===== src/hw/rtl/skf_pkg.sv =====
// Shared types and constants for the scalar range filter.
// Holds field widths, register reset values, register indexes and the
// command and status words between the controller and the datapath.
package skf_pkg;

	localparam int FRAC_BITS_DEF = 8;
	localparam int GAIN_BITS_DEF = 16;

	localparam int SAMPLE_W    = 15;
	localparam int EST_INT_W   = 15;
	localparam int ERR_INT_W   = 24;
	localparam int Q_W         = 16;
	localparam int R_W         = 16;
	localparam int INIT_ERR_W  = 20;
	localparam int INIT_EST_W  = 15;

	localparam int CFG_IDX_W  = 4;
	localparam int CFG_DATA_W = 20;

	localparam int RST_PROCESS_NOISE    = 10;
	localparam int RST_SENSOR_NOISE     = 200;
	localparam int RST_INITIAL_ERROR    = 5000;
	localparam int RST_INITIAL_ESTIMATE = 4000;

	typedef enum logic [CFG_IDX_W-1:0] {
		REG_PROCESS_NOISE    = 4'd0,
		REG_SENSOR_NOISE     = 4'd1,
		REG_INITIAL_ERROR    = 4'd2,
		REG_INITIAL_ESTIMATE = 4'd3
	} skf_reg_idx_t;

	typedef struct packed {
		logic [Q_W-1:0]        q;
		logic [R_W-1:0]        r;
		logic [INIT_ERR_W-1:0] init_err;
		logic [INIT_EST_W-1:0] init_est;
	} skf_cfg_t;

	typedef struct packed {
		logic capture;
		logic prep;
		logic setup;
		logic div_step;
		logic ksel;
		logic var_step;
		logic finish;
	} skf_cmd_t;

	typedef struct packed {
		logic out_free;
	} skf_status_t;

endpackage


===== src/hw/rtl/skf_regs.sv =====
// Configuration register file for the scalar range filter.
// Depends on skf_pkg for register indexes, widths and reset values.
module skf_regs (
	input  logic                          clk,
	input  logic                          arst_n,
	input  logic                          cfg_we,
	input  logic [skf_pkg::CFG_IDX_W-1:0]  cfg_index,
	input  logic [skf_pkg::CFG_DATA_W-1:0] cfg_data,
	output skf_pkg::skf_cfg_t             cfg
);
	import skf_pkg::*;

	skf_cfg_t cfg_q;

	always_ff @(posedge clk or negedge arst_n) begin
		if (!arst_n) begin
			cfg_q.q        <= Q_W'(RST_PROCESS_NOISE);
			cfg_q.r        <= R_W'(RST_SENSOR_NOISE);
			cfg_q.init_err <= INIT_ERR_W'(RST_INITIAL_ERROR);
			cfg_q.init_est <= INIT_EST_W'(RST_INITIAL_ESTIMATE);
		end else if (cfg_we) begin
			case (cfg_index)
				REG_PROCESS_NOISE:    cfg_q.q        <= cfg_data[Q_W-1:0];
				REG_SENSOR_NOISE:     cfg_q.r        <= cfg_data[R_W-1:0];
				REG_INITIAL_ERROR:    cfg_q.init_err <= cfg_data[INIT_ERR_W-1:0];
				REG_INITIAL_ESTIMATE: cfg_q.init_est <= cfg_data[INIT_EST_W-1:0];
				default: ;
			endcase
		end
	end

	assign cfg = cfg_q;

endmodule


===== src/hw/rtl/skf_ctrl.sv =====
// Sequencer for the scalar range filter: steps one word through
// predict, gain division, gain select, variance multiply and writeback.
// Depends on skf_pkg for the command and status words.
module skf_ctrl #(
	parameter int GAIN_BITS = skf_pkg::GAIN_BITS_DEF
) (
	input  logic                 clk,
	input  logic                 arst_n,
	input  logic                 in_valid,
	output logic                 in_stall,
	input  skf_pkg::skf_status_t status,
	output skf_pkg::skf_cmd_t    cmd
);
	import skf_pkg::*;

	localparam int CNT_W = $clog2(GAIN_BITS + 2);

	typedef enum logic [6:0] {
		S_IDLE  = 7'b0000001,
		S_PREP  = 7'b0000010,
		S_SETUP = 7'b0000100,
		S_DIV   = 7'b0001000,
		S_KSEL  = 7'b0010000,
		S_VAR   = 7'b0100000,
		S_FIN   = 7'b1000000
	} skf_state_t;

	skf_state_t state_q, state_nxt;
	logic [CNT_W-1:0] cnt_q, cnt_nxt;

	always_comb begin
		state_nxt = state_q;
		cnt_nxt   = cnt_q;
		cmd       = '0;
		case (state_q)
			S_IDLE: begin
				if (in_valid) begin
					cmd.capture = 1'b1;
					state_nxt   = S_PREP;
				end
			end
			S_PREP: begin
				cmd.prep  = 1'b1;
				state_nxt = S_SETUP;
			end
			S_SETUP: begin
				cmd.setup = 1'b1;
				cnt_nxt   = '0;
				state_nxt = S_DIV;
			end
			S_DIV: begin
				cmd.div_step = 1'b1;
				cnt_nxt      = cnt_q + CNT_W'(1);
				if (cnt_q == CNT_W'(GAIN_BITS - 1)) begin
					state_nxt = S_KSEL;
				end
			end
			S_KSEL: begin
				cmd.ksel  = 1'b1;
				cnt_nxt   = '0;
				state_nxt = S_VAR;
			end
			S_VAR: begin
				cmd.var_step = 1'b1;
				cnt_nxt      = cnt_q + CNT_W'(1);
				// one step per multiplier bit, GAIN_BITS+1 bits in all
				if (cnt_q == CNT_W'(GAIN_BITS)) begin
					state_nxt = S_FIN;
				end
			end
			S_FIN: begin
				// hold until the output register can take the word
				if (status.out_free) begin
					cmd.finish = 1'b1;
					state_nxt  = S_IDLE;
				end
			end
			default: begin
				state_nxt = S_IDLE;
			end
		endcase
	end

	always_ff @(posedge clk or negedge arst_n) begin
		if (!arst_n) begin
			state_q <= S_IDLE;
			cnt_q   <= '0;
		end else begin
			state_q <= state_nxt;
			cnt_q   <= cnt_nxt;
		end
	end

	assign in_stall = (state_q != S_IDLE);

endmodule


===== src/hw/rtl/skf_datapath.sv =====
// Datapath of the scalar range filter: filter state, restoring gain
// divider, serial variance multiplier and the output register.
// Depends on skf_pkg for widths, the config word and command/status words.
module skf_datapath #(
	parameter int FRAC_BITS = skf_pkg::FRAC_BITS_DEF,
	parameter int GAIN_BITS = skf_pkg::GAIN_BITS_DEF
) (
	input  logic                                   clk,
	input  logic                                   arst_n,
	input  skf_pkg::skf_cfg_t                      cfg,
	input  skf_pkg::skf_cmd_t                      cmd,
	output skf_pkg::skf_status_t                   status,
	input  logic [skf_pkg::SAMPLE_W-1:0]           sample,
	input  logic                                   restart,
	output logic                                   out_valid,
	input  logic                                   out_stall,
	output logic [skf_pkg::EST_INT_W+FRAC_BITS-1:0] estimate,
	output logic [skf_pkg::ERR_INT_W+FRAC_BITS-1:0] error_variance,
	output logic [GAIN_BITS-1:0]                   gain
);
	import skf_pkg::*;

	localparam int EST_W  = EST_INT_W + FRAC_BITS;
	localparam int ERR_W  = ERR_INT_W + FRAC_BITS;
	localparam int DEN_W  = ERR_W + 1;
	localparam int MUL_W  = GAIN_BITS + EST_W;
	localparam int PROD_W = ERR_W + GAIN_BITS + 1;

	localparam logic [EST_W-1:0] EST_RST =
		EST_W'(RST_INITIAL_ESTIMATE) << FRAC_BITS;
	localparam logic [ERR_W-1:0] ERR_RST =
		ERR_W'(RST_INITIAL_ERROR) << FRAC_BITS;
	localparam logic [MUL_W:0]  MUL_HALF  = (MUL_W + 1)'(1) << (GAIN_BITS - 1);
	localparam logic [PROD_W:0] PROD_HALF = (PROD_W + 1)'(1) << (GAIN_BITS - 1);

	logic [SAMPLE_W-1:0]  z_q;
	logic [EST_W-1:0]     est_q;
	logic [ERR_W-1:0]     err_q;
	logic [ERR_W-1:0]     p1_q;
	logic [DEN_W-1:0]     den_q;
	logic [DEN_W-1:0]     rem_q;
	logic [GAIN_BITS-1:0] quo_q;
	logic [GAIN_BITS-1:0] k_q;
	logic [EST_W-1:0]     mag_q;
	logic                 neg_q;
	logic [GAIN_BITS:0]   mplier_q;
	logic [PROD_W-1:0]    acc_q;
	logic [MUL_W-1:0]     prod_q;
	logic                 out_valid_q;
	logic [EST_W-1:0]     est_out_q;
	logic [ERR_W-1:0]     err_out_q;
	logic [GAIN_BITS-1:0] gain_out_q;

	logic [DEN_W-1:0]     p1_sum;
	logic [ERR_W-1:0]     p1_nxt;
	logic [DEN_W-1:0]     den_nxt;
	logic [DEN_W:0]       rem_sh;
	logic [DEN_W:0]       rem_sub;
	logic                 rem_ge;
	logic [DEN_W-1:0]     rem_nxt;
	logic [GAIN_BITS-1:0] k_nxt;
	logic [EST_W-1:0]     zf;
	logic                 zf_ge;
	logic [EST_W-1:0]     mag_nxt;
	logic [GAIN_BITS:0]   mplier_nxt;
	logic [PROD_W-1:0]    acc_nxt;
	logic [MUL_W:0]       corr_sum;
	logic [EST_W-1:0]     corr;
	logic [EST_W-1:0]     est_nxt;
	logic [PROD_W:0]      pn_sum;
	logic [ERR_W-1:0]     pn;

	// predict: P1 = sat(P + Q)
	assign p1_sum  = {1'b0, err_q} + DEN_W'({cfg.q, {FRAC_BITS{1'b0}}});
	assign p1_nxt  = p1_sum[ERR_W] ? {ERR_W{1'b1}} : p1_sum[ERR_W-1:0];
	assign den_nxt = {1'b0, p1_q} + DEN_W'({cfg.r, {FRAC_BITS{1'b0}}});

	// restoring division, one quotient bit per step
	assign rem_sh  = {rem_q, 1'b0};
	assign rem_ge  = (rem_sh >= {1'b0, den_q});
	assign rem_sub = rem_sh - {1'b0, den_q};
	assign rem_nxt = rem_ge ? rem_sub[DEN_W-1:0] : rem_sh[DEN_W-1:0];

	// without sensor noise the gain is full scale, or zero if P1 is zero too
	always_comb begin
		if (cfg.r == '0) begin
			k_nxt = (p1_q == '0) ? '0 : {GAIN_BITS{1'b1}};
		end else begin
			k_nxt = quo_q;
		end
	end

	assign zf         = {z_q, {FRAC_BITS{1'b0}}};
	assign zf_ge      = (zf >= est_q);
	assign mag_nxt    = zf_ge ? (zf - est_q) : (est_q - zf);
	assign mplier_nxt = {1'b1, {GAIN_BITS{1'b0}}} - {1'b0, k_nxt};

	// MSB-first shift-add for (1 - K) * P1
	assign acc_nxt = {acc_q[PROD_W-2:0], 1'b0} + (mplier_q[GAIN_BITS] ? PROD_W'(p1_q) : '0);

	assign corr_sum = {1'b0, prod_q} + MUL_HALF;
	assign corr     = corr_sum[GAIN_BITS +: EST_W];
	assign est_nxt  = neg_q ? (est_q - corr) : (est_q + corr);
	assign pn_sum   = {1'b0, acc_q} + PROD_HALF;
	assign pn       = pn_sum[GAIN_BITS +: ERR_W];

	always_ff @(posedge clk or negedge arst_n) begin
		if (!arst_n) begin
			est_q       <= EST_RST;
			err_q       <= ERR_RST;
			out_valid_q <= 1'b0;
		end else begin
			if (cmd.capture && restart) begin
				est_q <= {cfg.init_est, {FRAC_BITS{1'b0}}};
				err_q <= ERR_W'({cfg.init_err, {FRAC_BITS{1'b0}}});
			end else if (cmd.finish) begin
				est_q <= est_nxt;
				err_q <= pn;
			end
			if (cmd.finish) begin
				out_valid_q <= 1'b1;
			end else if (!out_stall) begin
				out_valid_q <= 1'b0;
			end
		end
	end

	always_ff @(posedge clk) begin
		if (cmd.capture) begin
			z_q <= sample;
		end
		if (cmd.prep) begin
			p1_q <= p1_nxt;
		end
		if (cmd.setup) begin
			den_q <= den_nxt;
			rem_q <= {1'b0, p1_q};
			quo_q <= '0;
		end
		if (cmd.div_step) begin
			rem_q <= rem_nxt;
			quo_q <= {quo_q[GAIN_BITS-2:0], rem_ge};
		end
		if (cmd.ksel) begin
			k_q      <= k_nxt;
			mag_q    <= mag_nxt;
			neg_q    <= !zf_ge;
			mplier_q <= mplier_nxt;
			acc_q    <= '0;
		end
		if (cmd.var_step) begin
			acc_q    <= acc_nxt;
			mplier_q <= {mplier_q[GAIN_BITS-1:0], 1'b0};
			prod_q   <= k_q * mag_q;
		end
		if (cmd.finish) begin
			est_out_q  <= est_nxt;
			err_out_q  <= pn;
			gain_out_q <= k_q;
		end
	end

	assign status.out_free = !out_valid_q || !out_stall;
	assign out_valid       = out_valid_q;
	assign estimate        = est_out_q;
	assign error_variance  = err_out_q;
	assign gain            = gain_out_q;

`ifndef SYNTH
	a_finish_shows_word: assert property (@(posedge clk) disable iff (!arst_n)
		cmd.finish |=> out_valid_q)
		else $error("finished word not shown on the output");
	a_variance_shrinks: assert property (@(posedge clk) disable iff (!arst_n)
		cmd.finish |-> (pn <= p1_q))
		else $error("updated variance exceeds predicted variance");
	a_correction_bounded: assert property (@(posedge clk) disable iff (!arst_n)
		cmd.finish |-> (corr <= mag_q))
		else $error("estimate correction overshoots the sample");
	a_no_finish_while_full: assert property (@(posedge clk) disable iff (!arst_n)
		(out_valid_q && out_stall) |-> !cmd.finish)
		else $error("output overwritten while stalled");
`endif

endmodule


===== src/hw/rtl/scalar_kalman_filter.sv =====
// Scalar range filter: one-dimensional Kalman update per sample.
// Input channel (in_valid/in_stall): sample and restart, one word per update.
// Output channel (out_valid/out_stall): estimate (Q15.F), error_variance
// (Q24.F, saturating) and gain (Q0.G) of that update.
// Config port: cfg_we/cfg_index/cfg_data write process_noise (0),
// sensor_noise (1), initial_error (2), initial_estimate (3); other indexes
// are dropped. Write only while no update is in flight.
// Flow: a word is taken only while idle; in_stall stays high until that word's
// writeback, so a new word is not taken before the last one is through.
// Each update runs the restoring gain divider (GAIN_BITS steps) and the
// serial variance multiplier (GAIN_BITS+1 steps), which run one after other.
// A finished word waits in the output register; the next word is accepted
// meanwhile, and its writeback holds until out_stall drops.
// Reset: config registers take their defaults, the estimate and variance
// load 4000 and 5000 in integer units, and the output channel empties.
// restart reloads the estimate and variance from the config registers.
module scalar_kalman_filter #(
	parameter int FRAC_BITS = skf_pkg::FRAC_BITS_DEF,
	parameter int GAIN_BITS = skf_pkg::GAIN_BITS_DEF
) (
	input  logic                                    clk,
	input  logic                                    arst_n,
	input  logic                                    cfg_we,
	input  logic [skf_pkg::CFG_IDX_W-1:0]            cfg_index,
	input  logic [skf_pkg::CFG_DATA_W-1:0]           cfg_data,
	input  logic                                    in_valid,
	output logic                                    in_stall,
	input  logic [skf_pkg::SAMPLE_W-1:0]             sample,
	input  logic                                    restart,
	output logic                                    out_valid,
	input  logic                                    out_stall,
	output logic [skf_pkg::EST_INT_W+FRAC_BITS-1:0]  estimate,
	output logic [skf_pkg::ERR_INT_W+FRAC_BITS-1:0]  error_variance,
	output logic [GAIN_BITS-1:0]                    gain
);
	import skf_pkg::*;

	skf_cfg_t    cfg;
	skf_cmd_t    cmd;
	skf_status_t status;

	skf_regs u_regs (
		.clk       (clk),
		.arst_n    (arst_n),
		.cfg_we    (cfg_we),
		.cfg_index (cfg_index),
		.cfg_data  (cfg_data),
		.cfg       (cfg)
	);

	skf_ctrl #(
		.GAIN_BITS (GAIN_BITS)
	) u_ctrl (
		.clk      (clk),
		.arst_n   (arst_n),
		.in_valid (in_valid),
		.in_stall (in_stall),
		.status   (status),
		.cmd      (cmd)
	);

	skf_datapath #(
		.FRAC_BITS (FRAC_BITS),
		.GAIN_BITS (GAIN_BITS)
	) u_datapath (
		.clk            (clk),
		.arst_n         (arst_n),
		.cfg            (cfg),
		.cmd            (cmd),
		.status         (status),
		.sample         (sample),
		.restart        (restart),
		.out_valid      (out_valid),
		.out_stall      (out_stall),
		.estimate       (estimate),
		.error_variance (error_variance),
		.gain           (gain)
	);

endmodule


===== config.mk =====
export PLATFORM = sky130hd
export DESIGN_NAME = scalar_kalman_filter
export DESIGN_NICKNAME = d
export VERILOG_FILES = /design/src/hw/rtl/skf_pkg.sv /design/src/hw/rtl/skf_regs.sv /design/src/hw/rtl/skf_ctrl.sv /design/src/hw/rtl/skf_datapath.sv /design/src/hw/rtl/scalar_kalman_filter.sv
export SDC_FILE = /design/constraint.sdc
export NUM_CORES = 2
export LEC_CHECK = 0
export BUFFER_PORTS_ARGS = -buffer_cell sky130_fd_sc_hd__buf_2
export CAP_MARGIN = 20
export CORE_MARGIN = 10
export CORE_UTILIZATION = 55
export CTS_BUF_LIST = sky130_fd_sc_hd__clkbuf_2
export CTS_CLUSTER_SIZE = 20
export DETAILED_ROUTE_END_ITERATION = 8
export PLACE_DENSITY_LB_ADDON = 0.05
export SETUP_SLACK_MARGIN = 0.1
export SLEW_MARGIN = 20
export SYNTH_ARGS = -nofsm -noshare
export SYNTH_HDL_FRONTEND = slang
export SYNTH_SLANG_ARGS = --single-unit

===== constraint.sdc =====
create_clock -name clk -period 8.33 [get_ports clk]
set_clock_uncertainty 0.05 [all_clocks]
set_input_delay 1.666 -clock clk [delete_from_list [all_inputs] [get_ports clk]]
set_output_delay 1.666 -clock clk [all_outputs]
set_load 0.02 [all_outputs]

==> summary.txt <==
Worst setup path
  • Crit-path most repeated cell: fa_1
  • Crit path max-delay family: adder cells
  • Critical Path Max Stage Delay: ~0.94 ns
  • Critical-path top delay cell: edfxtp_1
  • Startpoint Class: flip-flop
  • Critical-path maximum fanout: 24
  • Setup CP Type: flip-flop to flip-flop
  • CP Buf/Inv Count: 5
  • Worst setup EP type: flip-flop
  • CP required: between 9 and 10 ns
  • Cell Chain, Critical Path: nand2_1 -> fa_1 -> inv_1 -> fa_1 -> inv_1 -> fa_1 -> inv_1 -> fa_1 -> fa_1 -> inv_1 -> fa_1 -> inv_1 -> ha_1 -> a21o_1 -> a221o_1 -> a221oi_1 -> o211ai_1 -> o211ai_1 -> o211ai_1 -> or2_1 -> a31o_1 -> a41o_1 -> xor2_1
  • Critical Path AT: between 8 and 9 ns

Global routing
  • Number of global-route vias before repair: 29.5k
  • Initial antenna violation count: 4
  • First-pass GRT wire length: about 170000 µm
  • Gr ovfl total: 0
  • Overall global routing resource usage: between 20% and 30%
  • Largest net degree at the start of global routing: 69

Clocking
  • Clk_lat worst skew: ~1.3 ns
  • Max Root-Sink Buffers: 3
  • CTS H-Tree Depth: 4
  • Num CTS Buffers: 131
  • CTS hold repair buffers: 0
  • Sinks on Clock Net: around 460
  • CTS root buffer: clkbuf_2
  • CTS tree: done
  • Post-CTS setup buffer count: 0
  • Resize count post-CTS: 0
  • Clock-pin slew on the worst setup and hold paths: about 0.11 ns

Job
  • Number of max-cap violations: 0

Placed design
  • Detail Placement HPWL: 80800 µm
  • Final Wtd Congestion: a little over 0.9
  • Port Buffers: about 120

Synthesis
  • Post-synth EDFFs: roughly 330
  • Main synth FF type: edfxtp_1
  • Synthesized net count: about 4.4k
  • Synth Instances: ~3.8k
  • Cell area after synthesis: ~38000 µm²
  • Syn_area_per_cell: around 10 µm²
  • Asr flop ratio synth: approximately 29%
  • Synthesis-stage register bit count: between 400 and 500
  • Sequential fraction of the synthesis area: a little over a third
  • Synth warn: 0
  • Post-synth cell types: just under 100

Floorplan
  • Die Wd: 283 µm
  • Top Ports: around 120
  • Placement Rows: 96
  • Die H: ~280 µm
  • Die Area: 80200 µm²
  • Initial Util: between 50% and 60%
  • Core area: 68600 µm²

STA
  • Fin crit period: slightly below 8 ns
  • Fmax: around 130 MHz
  • Hold Vio Cnt, Final: 0
  • Max_slew headroom: a little over a quarter
  • Tcrit/Tclk final: between 90% and 100%
  • Slew @ Worst Pin: 1.09 ns
  • Setup TNS: 0 ns
  • Max-slew violations: 0
  • Final setup viols: 0
  • RSZ-0062 raised after global routing: no

Power and ir drop
  • Worst vdd ir: between 0.2 and 0.3 mV
  • Sw Pwr: between 5 and 6 mW
  • Power Density: between 200 and 300 nW/µm²
  • Part of the power in registers: a little under a third
  • LEAKAGE: around 19 nW
  • Clock power frac: 16.3%
  • Comb pwr share: between 50 and 60%
  • Switch share: between 40 and 50%
  • Internal Pwr Total: around 6.6 mW

Finish
  • Area grow syn2layout: 7.79%
  • Post-layout util: 59.9%
  • Share of cells above drive strength 1: between 10% and 20%
  • Most frequent cells in the layout: nand2_1, inv_1, edfxtp_1
  • Fillers: 5985
  • Post-layout nets: between 4k and 5k
  • Most common cell after layout, fill and taps aside: nand2_1

Min path
  • Min-Delay Path Class: input pin to async pin

Detailed routing
  • Post-route ant nets: 0
  • Via count: 28.6k
  • Wire length after detailed routing: around 100000 µm
  • Post-DR wirelength/cell: 20.8 µm
  • Initial DRC count: 2353
  • Via/cell ratio: between 5 and 6
  • DRC errors left: 0
  • TritonRoute pass-1 iters: 6

Status
  • Status: complete, no violations
-- per-layer routing --
metal	global-route usage, %	share of wire [%]
met5	0	0
met4	9.74	3.1
met3	4.27	5.6
met2	41.6	47
met1	35.3	45
-- cell families (layout without fill, tap and decap cells) --
logic type               count (synthesis)  count (layout)  share of synthesized area (%)
AND/OR/NAND/NOR                       1233            1233                           15.6
AO/OA/AOI/OAI                          610             610                           10.7
buffers and inverters                  603             863                           6.04
adder cells (fa/ha/maj)                559             559                           24.2
flip-flops                             464             464                           34.9
XOR/XNOR                               243             243                           5.61
multiplexers                           104             104                           2.96
other                                    0               4                              0
-- synth_stat cells, types with 8 or more instances --
master	number	share of area (%)
nand2b_1	32	0.53
a21o_1	86	1.7
o21ai_0	104	1.4
nand4_1	28	0.46
clkbuf_1	116	1.1
a21oi_1	139	1.8
inv_1	458	4.5
a22o_1	16	0.37
xor2_1	85	2.0
o31ai_1	12	0.24
edfxtp_1	328	26
nand3_1	55	0.72
mux2_2	68	2.0
o21ai_1	43	0.56
a211o_1	9	0.21
o21a_1	22	0.43
or3_1	18	0.30
xnor2_1	157	3.6
a211oi_1	13	0.26
a41oi_1	8	0.18
mux2i_1	35	0.92
nor2b_1	29	0.48
and4_1	13	0.30
nor2_1	178	1.8
and3_1	35	0.57
o21bai_1	21	0.41
nor4_1	21	0.34
fa_1	297	16
nand2_1	524	5.2
a31oi_1	14	0.23
and2_1	210	3.4
dfstp_2	28	1.9
ha_1	262	8.6
o211ai_1	13	0.26
a22oi_1	35	0.69
dfrtp_1	107	7.0
buf_2	14	0.18
nor3_1	46	0.60
-- stage by stage --
stage | std cells | total power, mW | hold WS, ns | area, µm² | worst slack (ns)
2_1_floorplan | 3816 | 8.17 | 0.393 | 38100 | 1.51
3_3_place_gp | 4766 | 9.80 | 0.413 | 39700 | 0.712
3_5_place_dp | 4766 | 9.97 | 0.433 | 39700 | 0.585
4_1_cts | 5007 | 12.0 | 0.200 | 41100 | 0.645
5_1_grt | 5011 | 12.9 | 0.275 | 41100 | 0.297
6_report | 5011 | 11.9 | 0.375 | 41100 | 0.545
-- power by group through the flow --
| stage | logic [mW] | registers [mW] | clock network, mW |
|---|---|---|---|
| finish | 6.38 | 3.57 | 1.94 |
| global route | 7.14 | 3.61 | 2.12 |
| CTS | 6.38 | 3.57 | 2.01 |
| detailed placement | 6.36 | 3.61 | 0 |
| global placement | 6.20 | 3.61 | 0 |
| floorplan | 4.73 | 3.44 | 0 |
-- worst paths after layout --
| kind | startpoint | to | slack (ns) | depth (start not counted) |
|---|---|---|---|---|
| min in group clk | u_datapath.mplier_q[11] | u_datapath.mplier_q[12] | 0.44 | 1 |
| setup reg to reg | u_datapath.k_q[4] | u_datapath.prod_q[35] | 0.54 | 23 |
| hold reg to reg | u_datapath.mplier_q[11] | u_datapath.mplier_q[12] | 0.44 | 1 |
| hold / removal | arst_n | u_datapath.err_q[31] | 0.38 | 1 |
| setup / recovery | u_datapath.k_q[4] | u_datapath.prod_q[35] | 0.54 | 23 |
| max in group asynchronous | arst_n | u_datapath.est_q[6] | 6.40 | 2 |
-- sequential cells by signal, indices dropped and copies added (netlist names), 23 cells and up --
name	count
u_datapath.acc_q	48
u_datapath.estimate	23
u_datapath.p1_q	32
u_datapath.mag_q	23
u_datapath.prod_q	24
u_datapath.rem_q	33
u_datapath.den_q	33
u_datapath.est_q	23
u_datapath.err_q	32
u_datapath.error_variance	32
u_regs.cfg	67
-- layout make-up --
cell class / instances / area (µm²) / area share, %
diodes: 4 / 10.0 / 0.0244
clock buffers: 196 / 981 / 2.39
clock inverters: 45 / 400 / 0.975
inverters: 463 / 1740 / 4.24
multi-input cells: 2749 / 22600 / 55.0
flip-flops and latches: 464 / 13300 / 32.3
well taps: 931 / 1160 / 2.84
repair buffers: 159 / 907 / 2.21
Note: power is estimated with default switching activity, not from simulation.
